`config.mk`:
```
export PLATFORM = sky130hd
export DESIGN_NAME = image_error_metrics_unit
export DESIGN_NICKNAME = d
export VERILOG_FILES = /design/src/rtl/iem_pkg.sv /design/src/rtl/iem_divider.sv /design/src/rtl/image_error_metrics_unit.sv
export SDC_FILE = /design/constraint.sdc
export NUM_CORES = 2
export LEC_CHECK = 0
export ABC_AREA = 1
export BUFFER_PORTS_ARGS = -buffer_cell sky130_fd_sc_hd__clkbuf_2
export CAP_MARGIN = 20
export CORE_ASPECT_RATIO = 0.75
export CORE_MARGIN = 2
export CORE_UTILIZATION = 57
export CTS_CLUSTER_DIAMETER = 150
export DETAILED_ROUTE_END_ITERATION = 12
export GPL_TIMING_DRIVEN = 0
export PLACE_DENSITY = 0.75
export REMOVE_ABC_BUFFERS = 1
export SYNTH_ARGS = -nofsm -noshare
export SYNTH_HDL_FRONTEND = slang
export SYNTH_SLANG_ARGS = --single-unit
```
`constraint.sdc`:
```
create_clock -name clk -period 29.3 [get_ports clk]
set_input_delay 5.86 -clock clk [delete_from_list [all_inputs] [get_ports clk]]
set_output_delay 5.86 -clock clk [all_outputs]
set_load 0.01 [all_outputs]
```
`src/rtl/iem_pkg.sv`:
```
// Shared types and constants for the image error metrics unit.
package iem_pkg;

    // Largest side length used for the pixel count
    localparam logic [12:0] MAX_SIDE = 13'd4096;

    // Saturation limits
    localparam logic [42:0] ACC_MAX  = {43{1'b1}};
    localparam logic [25:0] MSE_MAX  = {26{1'b1}};
    localparam logic [33:0] PMSE_MAX = {34{1'b1}};
    localparam logic [15:0] DB_POS_MAX = 16'h7FFF;
    localparam logic [15:0] DB_NEG_MIN = 16'h8000;

    // 10*log10(2) in Q.16
    localparam logic [31:0] DB_SCALE = 32'd197283;

    // Divider widths
    localparam int DIV_NUM_W = 60;
    localparam int DIV_DEN_W = 42;

    // Configuration register indexes
    localparam logic [1:0] REG_WIDTH  = 2'd0;
    localparam logic [1:0] REG_HEIGHT = 2'd1;

    // Log operand selection
    typedef enum logic [1:0] {
        LOG_SIGNAL,
        LOG_ERROR,
        LOG_PEAK
    } log_sel_t;

    // Sequencer states
    typedef enum logic [3:0] {
        ST_IDLE,
        ST_MUL_N,
        ST_MUL_PP,
        ST_MUL_PPN,
        ST_SAVE_PPN,
        ST_LOG_LOAD,
        ST_LOG_NORM,
        ST_LOG_SQ,
        ST_LOG_FIX,
        ST_DB_MUL,
        ST_DB_RND,
        ST_DIV_MSE_GO,
        ST_DIV_MSE_WAIT,
        ST_DIV_PMSE_GO,
        ST_DIV_PMSE_WAIT,
        ST_FINISH
    } state_t;

endpackage

```
`src/rtl/iem_divider.sv`:
```
// Restoring bit-serial divider, one quotient bit per cycle.
module iem_divider
    import iem_pkg::*;
(
    input  logic                 clk,
    input  logic                 rst_n,
    input  logic                 start,
    input  logic [DIV_NUM_W-1:0] numer,
    input  logic [DIV_DEN_W-1:0] denom,
    output logic                 done,
    output logic [DIV_NUM_W-1:0] quot
);

    logic                 busy_reg;
    logic                 done_reg;
    logic [5:0]           cnt_reg;
    logic [DIV_NUM_W-1:0] q_reg;
    logic [DIV_DEN_W-1:0] den_reg;
    logic [DIV_DEN_W:0]   rem_reg;
    logic [DIV_DEN_W:0]   rem_shift;
    logic                 fits;

    // One restoring step
    assign rem_shift = {rem_reg[DIV_DEN_W-1:0], q_reg[DIV_NUM_W-1]};
    assign fits      = rem_shift >= {1'b0, den_reg};

    always_ff @(posedge clk or negedge rst_n)
    begin
        if (!rst_n)
        begin
            busy_reg <= 1'b0;
            done_reg <= 1'b0;
            cnt_reg  <= '0;
        end
        else
        begin
            done_reg <= 1'b0;
            if (start)
            begin
                busy_reg <= 1'b1;
                cnt_reg  <= 6'(DIV_NUM_W - 1);
            end
            else if (busy_reg)
            begin
                cnt_reg <= cnt_reg - 6'd1;
                if (cnt_reg == 6'd0)
                begin
                    busy_reg <= 1'b0;
                    done_reg <= 1'b1;
                end
            end
        end
    end

    // Datapath
    always_ff @(posedge clk)
    begin
        if (start)
        begin
            q_reg   <= numer;
            den_reg <= denom;
            rem_reg <= '0;
        end
        else if (busy_reg)
        begin
            rem_reg <= fits ? rem_shift - {1'b0, den_reg} : rem_shift;
            q_reg   <= {q_reg[DIV_NUM_W-2:0], fits};
        end
    end

    assign done = done_reg;
    assign quot = q_reg;

endmodule

```
`src/rtl/image_error_metrics_unit.sv`:
```
// Image error metrics: MSE, PMSE, SNR, PSNR and max difference over a sample stream.
//
// Reference and test samples are accepted one per cycle while the block is
// idle and folded into saturating sums of squared error and squared
// reference, plus the peak reference sample and the largest difference. The
// transaction with tlast set closes the image pair: the block then drops
// tready and a sequencer drives one shared 32x32 multiplier (pixel count,
// peak^2*N, sixteen squarings per log2, dB scaling) and a bit-serial divider
// (MSE and PMSE). Three log2 evaluations each load the operand, normalize it
// and square the mantissa; wide sums normalize faster and a zero peak skips
// the PMSE division. The result stays in an output register, so samples of
// the next image are taken while it waits.
module image_error_metrics_unit
    import iem_pkg::*;
(
    input  logic         clk,
    input  logic         rst_n,
    // Configuration writes
    input  logic         cfg_valid,
    output logic         cfg_ready,
    input  logic [1:0]   cfg_index,
    input  logic [12:0]  cfg_data,
    // Sample stream
    input  logic         s_axis_tvalid,
    output logic         s_axis_tready,
    input  logic [15:0]  s_axis_tdata,   // ref_sample[7:0], test_sample[15:8]
    input  logic         s_axis_tlast,   // last_sample
    // Result stream
    output logic         m_axis_tvalid,
    input  logic         m_axis_tready,
    output logic [103:0] m_axis_tdata    // mse[25:0], pmse[59:26], snr_db[75:60],
                                         // psnr_db[91:76], max_diff[99:92], status[101:100]
);

    state_t state_reg, state_next;

    logic [12:0] width_reg, height_reg;
    logic [42:0] err_reg, sig_reg;
    logic [7:0]  peak_reg, maxd_reg;

    logic [63:0] prod_reg;
    logic [31:0] mul_a, mul_b;

    logic [25:0] n_reg;
    logic [41:0] ppn_reg;

    log_sel_t    log_sel_reg;
    logic [63:0] x_reg;
    logic [5:0]  lgn_reg;
    logic [31:0] m_reg;
    logic [15:0] frac_reg;
    logic [3:0]  it_reg;
    logic [21:0] lg_s_reg, lg_e_reg, lg_p_reg;

    logic        db_psnr_reg;
    logic        db_neg_reg;
    logic [15:0] snr_reg, psnr_reg;
    logic [25:0] mse_reg;
    logic [33:0] pmse_reg;

    logic        out_valid_reg;
    logic [103:0] out_data_reg;

    logic        in_fire;
    logic [7:0]  r_s, t_s, d_s;
    logic [43:0] err_sum, sig_sum;
    logic [12:0] side_w, side_h;
    logic [42:0] log_op;
    logic [32:0] sq_t;
    logic [15:0] frac_new;
    logic [22:0] lg_diff;
    logic [21:0] lg_mag;
    logic [16:0] db_r;
    logic [15:0] db_val;

    logic                 div_start;
    logic [DIV_NUM_W-1:0] div_num;
    logic [DIV_DEN_W-1:0] div_den;
    logic                 div_done;
    logic [DIV_NUM_W-1:0] div_q;

    logic [15:0] snr_out, psnr_out;
    logic [1:0]  status_out;
    logic        finish_go;

    // Handshakes
    assign cfg_ready     = 1'b1;
    assign s_axis_tready = (state_reg == ST_IDLE);
    assign in_fire       = s_axis_tvalid && s_axis_tready;
    assign m_axis_tvalid = out_valid_reg;
    assign m_axis_tdata  = out_data_reg;

    // Configuration registers
    always_ff @(posedge clk or negedge rst_n)
    begin
        if (!rst_n)
        begin
            width_reg  <= 13'd1;
            height_reg <= 13'd1;
        end
        else if (cfg_valid)
        begin
            unique case (cfg_index)
                REG_WIDTH:  width_reg  <= cfg_data;
                REG_HEIGHT: height_reg <= cfg_data;
                default:    ;
            endcase
        end
    end

    // Clamped sides
    assign side_w = (width_reg == 13'd0) ? 13'd1 :
                    (width_reg > MAX_SIDE) ? MAX_SIDE : width_reg;
    assign side_h = (height_reg == 13'd0) ? 13'd1 :
                    (height_reg > MAX_SIDE) ? MAX_SIDE : height_reg;

    // Per-sample accumulation
    assign r_s     = s_axis_tdata[7:0];
    assign t_s     = s_axis_tdata[15:8];
    assign d_s     = (r_s >= t_s) ? r_s - t_s : t_s - r_s;
    assign err_sum = {1'b0, err_reg} + 44'({8'd0, d_s} * {8'd0, d_s});
    assign sig_sum = {1'b0, sig_reg} + 44'({8'd0, r_s} * {8'd0, r_s});
    assign finish_go = (state_reg == ST_FINISH) && (!out_valid_reg || m_axis_tready);

    always_ff @(posedge clk or negedge rst_n)
    begin
        if (!rst_n)
        begin
            err_reg  <= '0;
            sig_reg  <= '0;
            peak_reg <= '0;
            maxd_reg <= '0;
        end
        else if (finish_go)
        begin
            err_reg  <= '0;
            sig_reg  <= '0;
            peak_reg <= '0;
            maxd_reg <= '0;
        end
        else if (in_fire)
        begin
            err_reg <= (err_sum > {1'b0, ACC_MAX}) ? ACC_MAX : err_sum[42:0];
            sig_reg <= (sig_sum > {1'b0, ACC_MAX}) ? ACC_MAX : sig_sum[42:0];
            if (r_s > peak_reg)
                peak_reg <= r_s;
            if (d_s > maxd_reg)
                maxd_reg <= d_s;
        end
    end

    // Shared multiplier operand select
    always_comb
    begin
        mul_a = '0;
        mul_b = '0;
        case (state_reg)
            ST_MUL_N:
            begin
                mul_a = 32'(side_w);
                mul_b = 32'(side_h);
            end
            ST_MUL_PP:
            begin
                mul_a = 32'(peak_reg);
                mul_b = 32'(peak_reg);
            end
            ST_MUL_PPN:
            begin
                mul_a = {16'd0, prod_reg[15:0]};
                mul_b = 32'(n_reg);
            end
            ST_LOG_SQ:
            begin
                mul_a = m_reg;
                mul_b = m_reg;
            end
            ST_DB_MUL:
            begin
                mul_a = 32'(lg_mag);
                mul_b = DB_SCALE;
            end
            default: ;
        endcase
    end

    always_ff @(posedge clk)
    begin
        prod_reg <= mul_a * mul_b;
    end

    // Log and dB helpers
    always_comb
    begin
        case (log_sel_reg)
            LOG_SIGNAL: log_op = sig_reg;
            LOG_ERROR:  log_op = err_reg;
            default:    log_op = {1'b0, ppn_reg};
        endcase
    end

    assign sq_t     = prod_reg[63:31];
    assign frac_new = {frac_reg[14:0], sq_t[32]};
    assign lg_diff  = (db_psnr_reg ? {1'b0, lg_p_reg} : {1'b0, lg_s_reg}) - {1'b0, lg_e_reg};
    assign lg_mag   = lg_diff[22] ? 22'(-lg_diff) : lg_diff[21:0];
    assign db_r     = 17'((prod_reg[39:0] + 40'h80_0000) >> 24);

    always_comb
    begin
        if (db_neg_reg)
            db_val = (db_r > 17'd32768) ? DB_NEG_MIN : 16'(-db_r);
        else
            db_val = (db_r > 17'd32767) ? DB_POS_MAX : db_r[15:0];
    end

    // Divider operands
    assign div_start = (state_reg == ST_DIV_MSE_GO) || (state_reg == ST_DIV_PMSE_GO);
    assign div_num   = (state_reg == ST_DIV_MSE_GO) ?
                       DIV_NUM_W'({err_reg, 8'd0}) + DIV_NUM_W'(n_reg >> 1) :
                       DIV_NUM_W'({err_reg, 16'd0}) + DIV_NUM_W'(ppn_reg >> 1);
    assign div_den   = (state_reg == ST_DIV_MSE_GO) ? DIV_DEN_W'(n_reg) : ppn_reg;

    iem_divider u_div (
        .clk   (clk),
        .rst_n (rst_n),
        .start (div_start),
        .numer (div_num),
        .denom (div_den),
        .done  (div_done),
        .quot  (div_q)
    );

    // Next state
    always_comb
    begin
        state_next = state_reg;
        unique case (state_reg)
            ST_IDLE:          if (in_fire && s_axis_tlast) state_next = ST_MUL_N;
            ST_MUL_N:         state_next = ST_MUL_PP;
            ST_MUL_PP:        state_next = ST_MUL_PPN;
            ST_MUL_PPN:       state_next = ST_SAVE_PPN;
            ST_SAVE_PPN:      state_next = ST_LOG_LOAD;
            ST_LOG_LOAD:      state_next = ST_LOG_NORM;
            ST_LOG_NORM:      if (x_reg[63]) state_next = ST_LOG_SQ;
            ST_LOG_SQ:        state_next = ST_LOG_FIX;
            ST_LOG_FIX:
            begin
                if (it_reg != 4'd15)
                    state_next = ST_LOG_SQ;
                else if (log_sel_reg == LOG_PEAK)
                    state_next = ST_DB_MUL;
                else
                    state_next = ST_LOG_LOAD;
            end
            ST_DB_MUL:        state_next = ST_DB_RND;
            ST_DB_RND:        state_next = db_psnr_reg ? ST_DIV_MSE_GO : ST_DB_MUL;
            ST_DIV_MSE_GO:    state_next = ST_DIV_MSE_WAIT;
            ST_DIV_MSE_WAIT:
            begin
                if (div_done)
                    state_next = (peak_reg == 8'd0) ? ST_FINISH : ST_DIV_PMSE_GO;
            end
            ST_DIV_PMSE_GO:   state_next = ST_DIV_PMSE_WAIT;
            ST_DIV_PMSE_WAIT: if (div_done) state_next = ST_FINISH;
            ST_FINISH:        if (finish_go) state_next = ST_IDLE;
            default:          state_next = ST_IDLE;
        endcase
    end

    always_ff @(posedge clk or negedge rst_n)
    begin
        if (!rst_n)
            state_reg <= ST_IDLE;
        else
            state_reg <= state_next;
    end

    // Sequencer datapath
    always_ff @(posedge clk)
    begin
        case (state_reg)
            ST_MUL_N:
            begin
                log_sel_reg <= LOG_SIGNAL;
                db_psnr_reg <= 1'b0;
                pmse_reg    <= PMSE_MAX;
            end
            ST_MUL_PP:   n_reg   <= prod_reg[25:0];
            ST_SAVE_PPN: ppn_reg <= prod_reg[41:0];
            ST_LOG_LOAD:
            begin
                x_reg   <= (log_op == 43'd0) ? 64'h8000_0000_0000_0000 : {21'd0, log_op};
                lgn_reg <= 6'd63;
            end
            ST_LOG_NORM:
            begin
                if (x_reg[63])
                begin
                    m_reg    <= x_reg[63:32];
                    it_reg   <= 4'd0;
                    frac_reg <= '0;
                end
                else
                begin
                    x_reg   <= {x_reg[62:0], 1'b0};
                    lgn_reg <= lgn_reg - 6'd1;
                end
            end
            ST_LOG_FIX:
            begin
                m_reg    <= sq_t[32] ? sq_t[32:1] : sq_t[31:0];
                frac_reg <= frac_new;
                it_reg   <= it_reg + 4'd1;
                if (it_reg == 4'd15)
                begin
                    case (log_sel_reg)
                        LOG_SIGNAL:
                        begin
                            lg_s_reg    <= {lgn_reg, frac_new};
                            log_sel_reg <= LOG_ERROR;
                        end
                        LOG_ERROR:
                        begin
                            lg_e_reg    <= {lgn_reg, frac_new};
                            log_sel_reg <= LOG_PEAK;
                        end
                        default: lg_p_reg <= {lgn_reg, frac_new};
                    endcase
                end
            end
            ST_DB_MUL: db_neg_reg <= lg_diff[22];
            ST_DB_RND:
            begin
                if (db_psnr_reg)
                    psnr_reg <= db_val;
                else
                    snr_reg <= db_val;
                db_psnr_reg <= 1'b1;
            end
            ST_DIV_MSE_WAIT:
                if (div_done)
                    mse_reg <= (div_q > DIV_NUM_W'(MSE_MAX)) ? MSE_MAX : div_q[25:0];
            ST_DIV_PMSE_WAIT:
                if (div_done)
                    pmse_reg <= (div_q > DIV_NUM_W'(PMSE_MAX)) ? PMSE_MAX : div_q[33:0];
            default: ;
        endcase
    end

    // Special cases for the result
    always_comb
    begin
        status_out = {peak_reg == 8'd0, err_reg == 43'd0};
        if (err_reg == 43'd0)
        begin
            snr_out  = DB_POS_MAX;
            psnr_out = DB_POS_MAX;
        end
        else
        begin
            snr_out  = (sig_reg == 43'd0) ? DB_NEG_MIN : snr_reg;
            psnr_out = (peak_reg == 8'd0) ? DB_NEG_MIN : psnr_reg;
        end
    end

    // Output register
    always_ff @(posedge clk or negedge rst_n)
    begin
        if (!rst_n)
            out_valid_reg <= 1'b0;
        else if (finish_go)
            out_valid_reg <= 1'b1;
        else if (m_axis_tready)
            out_valid_reg <= 1'b0;
    end

    always_ff @(posedge clk)
    begin
        if (finish_go)
            out_data_reg <= {2'b00, status_out, maxd_reg, psnr_out, snr_out,
                             pmse_reg, mse_reg};
    end

endmodule

```
==> results.md <==
* Initial Util at 57.4%
* Crit-path most repeated cell: inv_1
* Final hold slack at 0.418 ns
* RR Startpoint: db_psnr_reg$_DFFE_PP_
* Vias in the first global route at 64,552
* Drt wl/cell at 23.1 um
* # hold bufs at CTS at 0
* Nets at 10,857
* # DRC at 0
* Leakage at 41.1 nW
* CP Capture Point: err_reg[38]$_DFFE_PN0P_
* Setup Crit Path Kind: primary input to flip-flop
* Final non-filler cell total at 11,294
* Slew headroom at 18.2%
* DR vias/cell at 5.85
* Mapped Avg Cell Area at 8.47 um2
* Gr ovfl total at 0
* Core ar. at 138,000 um2
* DP Cell Count at 11,132
* Top Ports at 144
* # port buffers at 140
* TritonCTS Buffers at 76
* H-tree levels at 3
* Critical Path Start Type: primary input
* Sequential-to-total area share from yosys stat at 28.2%
* Slew Limit Fails at 0
* Total Routing Usage GR at 37.0%
* Largest register FFs at 102
* Fin Setup TNS at 0 ns
* FF-to-FF path depth at 39
* Via count of the routed design at 66,029
* Area Overhead vs Synth at 8.15%
* Final setup vio count at 0
* RSZ-0062 raised after global routing: false
* Drt total wl at 261,000 um
* Row Count at 118
* Post-Syn Instances at 9,343
* Clk buf depth at 3
* Initial drt markers at 8,230
* CP max stage cell: xor2_1
* Die height at 327 um
* Fin crit share at 46.4%
* Crit. Startpoint: s_axis_tdata[3]
* R2R setup slack at 15.82 ns
* Ys flop type: edfxtp_1
* Slew @ Worst Pin at 1.22 ns
* Routability cong. at 1.03
* Die area at 142,000 um2
* Die Width at 434 um
* Min-delay worst type: flip-flop to flip-flop
* Worst Path Max Fanout at 11
* Area after DPL at 82,700 um2
* Crit path arrival time at 14.12 ns
* Clock-pin slew on the worst setup and hold paths at 0.06 ns
* Initial antenna violation count at 17
* Critical path capture point type: flip-flop
* YS warnings at 0
* Req. time, crit path at 29.81 ns
* Final Skew at 0.0421 ns
* Layout cell share with drive strength beyond 1 at 5.23%
* Num Clock Sinks at 802
* Synth Cell Area at 79,200 um2
* Final Hold Fails at 0
* ANT nets after route at 0
* Asr flop ratio synth at 17.6%
* CTS resizes at 0
* Largest net degree at the start of global routing at 92
* Reg2reg end: prod_reg[42]$_DFF_P_
* Postcts setup bufs at 0
* First-pass GRT wire length at 394,000 um
* Fmax at 73.5 MHz
* Cell area after layout at 85,600 um2
* Max cap viols at 0
* Worst Setup Slack, final at 15.69 ns
* Peak supply drop at 137 uV
* Post-synth EDFFs at 555
* CTS tree: yes
* Pre-CTS WS at 15.20 ns
* Detail Placement HPWL at 209,000 um
* PwrDens at 86.4 nW/um2
* TritonRoute pass-1 iters at 7
* FF+latch count, synth at 802
* Period minus WS final at 13.61 ns
* Unique masters post-synth at 73
* CP peak stage delay at 0.77 ns
* Clock latency on the worst-skew pair at 0.70 ns
* Root buffer cell: clkbuf_16
* Outcome: finished clean
==> cell type report <==
| cell class | instances | area (um2) |
|---|---|---|
| tap | 1860 | 2330 |
| inverter | 2056 | 7720 |
| antenna | 11 | 27.5 |
| clock buffer | 99 | 2110 |
| clock inverter | 42 | 539 |
| sequential | 802 | 22300 |
| timing repair buffer | 229 | 2350 |
| fill | 11844 | 52300 |
| multi-input combinational | 6195 | 48200 |
==> Yosys cell counts, types with 5 or more instances <==
| cell | number | share of area [%] |
|---|---|---|
| a31oi_1 | 53 | 0.42 |
| o21a_1 | 18 | 0.17 |
| a221oi_1 | 13 | 0.14 |
| buf_2 | 44 | 0.28 |
| buf_6 | 7 | 0.10 |
| nand3_2 | 7 | 0.088 |
| o21ai_0 | 534 | 3.4 |
| a211oi_1 | 10 | 0.095 |
| inv_2 | 14 | 0.066 |
| buf_1 | 7 | 0.033 |
| clkbuf_1 | 220 | 1.0 |
| dfxtp_1 | 106 | 2.7 |
| nor2_1 | 764 | 3.6 |
| ha_1 | 490 | 7.7 |
| nand3_1 | 212 | 1.3 |
| or2_2 | 13 | 0.10 |
| nor2_2 | 12 | 0.095 |
| o22ai_1 | 52 | 0.41 |
| a21o_1 | 24 | 0.23 |
| a21oi_1 | 435 | 2.7 |
| nand3b_1 | 10 | 0.095 |
| nand4_1 | 92 | 0.73 |
| fa_1 | 970 | 25 |
| dfrtp_1 | 139 | 4.4 |
| buf_4 | 13 | 0.12 |
| nor4_1 | 40 | 0.32 |
| nor3_1 | 68 | 0.43 |
| nand2_1 | 1922 | 9.1 |
| o21bai_1 | 17 | 0.16 |
| inv_1 | 2027 | 9.6 |
| xnor2_1 | 52 | 0.58 |
| nand2_2 | 13 | 0.10 |
| edfxtp_1 | 555 | 21 |
| xor2_1 | 137 | 1.5 |
| o21ai_1 | 24 | 0.15 |
| a21oi_2 | 5 | 0.055 |
| clkinv_1 | 15 | 0.071 |
| and2_1 | 30 | 0.24 |
| o211ai_1 | 35 | 0.33 |
| a21boi_0 | 19 | 0.18 |
| o21ai_2 | 10 | 0.11 |
| o221ai_1 | 53 | 0.59 |
==> how the worst min path moves through the flow <==
| stage | from | endpoint | slack (ns) | cells past startpoint |
|---|---|---|---|---|
| floorplan | mse_reg[0]$_SDFFCE_PN1P_ | m_axis_tdata[0]$_DFFE_PP_ | 0.40 | 0 |
| global placement | pmse_reg[33]$_SDFFCE_PN1P_ | m_axis_tdata[59]$_DFFE_PP_ | 0.40 | 0 |
| detailed placement | pmse_reg[2]$_SDFFCE_PN1P_ | m_axis_tdata[28]$_DFFE_PP_ | 0.40 | 0 |
| CTS | pmse_reg[2]$_SDFFCE_PN1P_ | m_axis_tdata[28]$_DFFE_PP_ | 0.42 | 0 |
| global route | mse_reg[2]$_SDFFCE_PN1P_ | m_axis_tdata[2]$_DFFE_PP_ | 0.43 | 0 |
| finish | pmse_reg[2]$_SDFFCE_PN1P_ | m_axis_tdata[28]$_DFFE_PP_ | 0.42 | 0 |
==> power breakdown <==
| part | switching (mW) | leakage (nW) | total (mW) | internal (mW) |
|---|---|---|---|---|
| registers | 0.250 | 7.53 | 1.80 | 1.55 |
| clock network | 0.472 | 1.29 | 1.07 | 0.596 |
| logic | 3.07 | 32.3 | 4.53 | 1.45 |
==> routing by layer <==
metal  vias to the layer above  share of wire (%)  track usage, %
met2                      4064                 40            50.0
met4                        10                3.1            10.8
li1                      29262                  -               -
met5                         -              0.026               0
met1                     32240                 42            56.1
met3                       453                 15            12.6
==> critical path, delay by kind of cell <==
| kind | cells | cell delay, ns |
|---|---|---|
| adders and majority gates | 6 | 2.47 |
| AOI/OAI and AO/OA | 7 | 1.75 |
| xor gates and xnor gates | 1 | 0.77 |
| muxes | 1 | 0.30 |
| buffers and inverters | 8 | 1.40 |
| and+or+nand+nor | 9 | 1.56 |
==> per-stage QoR <==
stage	power (mW)	utilization, %
after global routing	7.90	62.1
after floorplan	4.57	-
final	7.40	62.1
after global placement	5.95	58.7
after detailed placement	6.15	60.0
after CTS	7.24	61.9
==> logic make-up after synthesis <==
| logic type | Yosys count | synth area share (%) |
|---|---|---|
| and+or+nand+nor | 3206 | 16.5 |
| buffers and inverters | 2347 | 11.3 |
| adders and majority gates | 1460 | 32.3 |
| AOI/OAI and AO/OA | 1334 | 9.54 |
| DFF | 802 | 28.2 |
| xor gates and xnor gates | 189 | 2.09 |
| muxes | 3 | 0.0379 |
| other | 2 | 0.00948 |
==> placed cells by master (no fill, tap or decap), types with 35 or more instances in the layout <==
cell	n
xor2_1	137
nand4_1	92
clkbuf_2	140
nand2_1	1918
o21ai_0	529
o211ai_1	35
a21oi_1	435
nor4_1	39
o22ai_1	52
nand3_1	211
clkbuf_16	77
xnor2_1	52
inv_1	2026
dfrtp_1	139
nor3_1	64
edfxtp_1	555
dfxtp_1	106
ha_1	490
a31oi_1	51
nor2_1	744
fa_1	970
o221ai_1	53
Power figures use the tool's default switching activity.
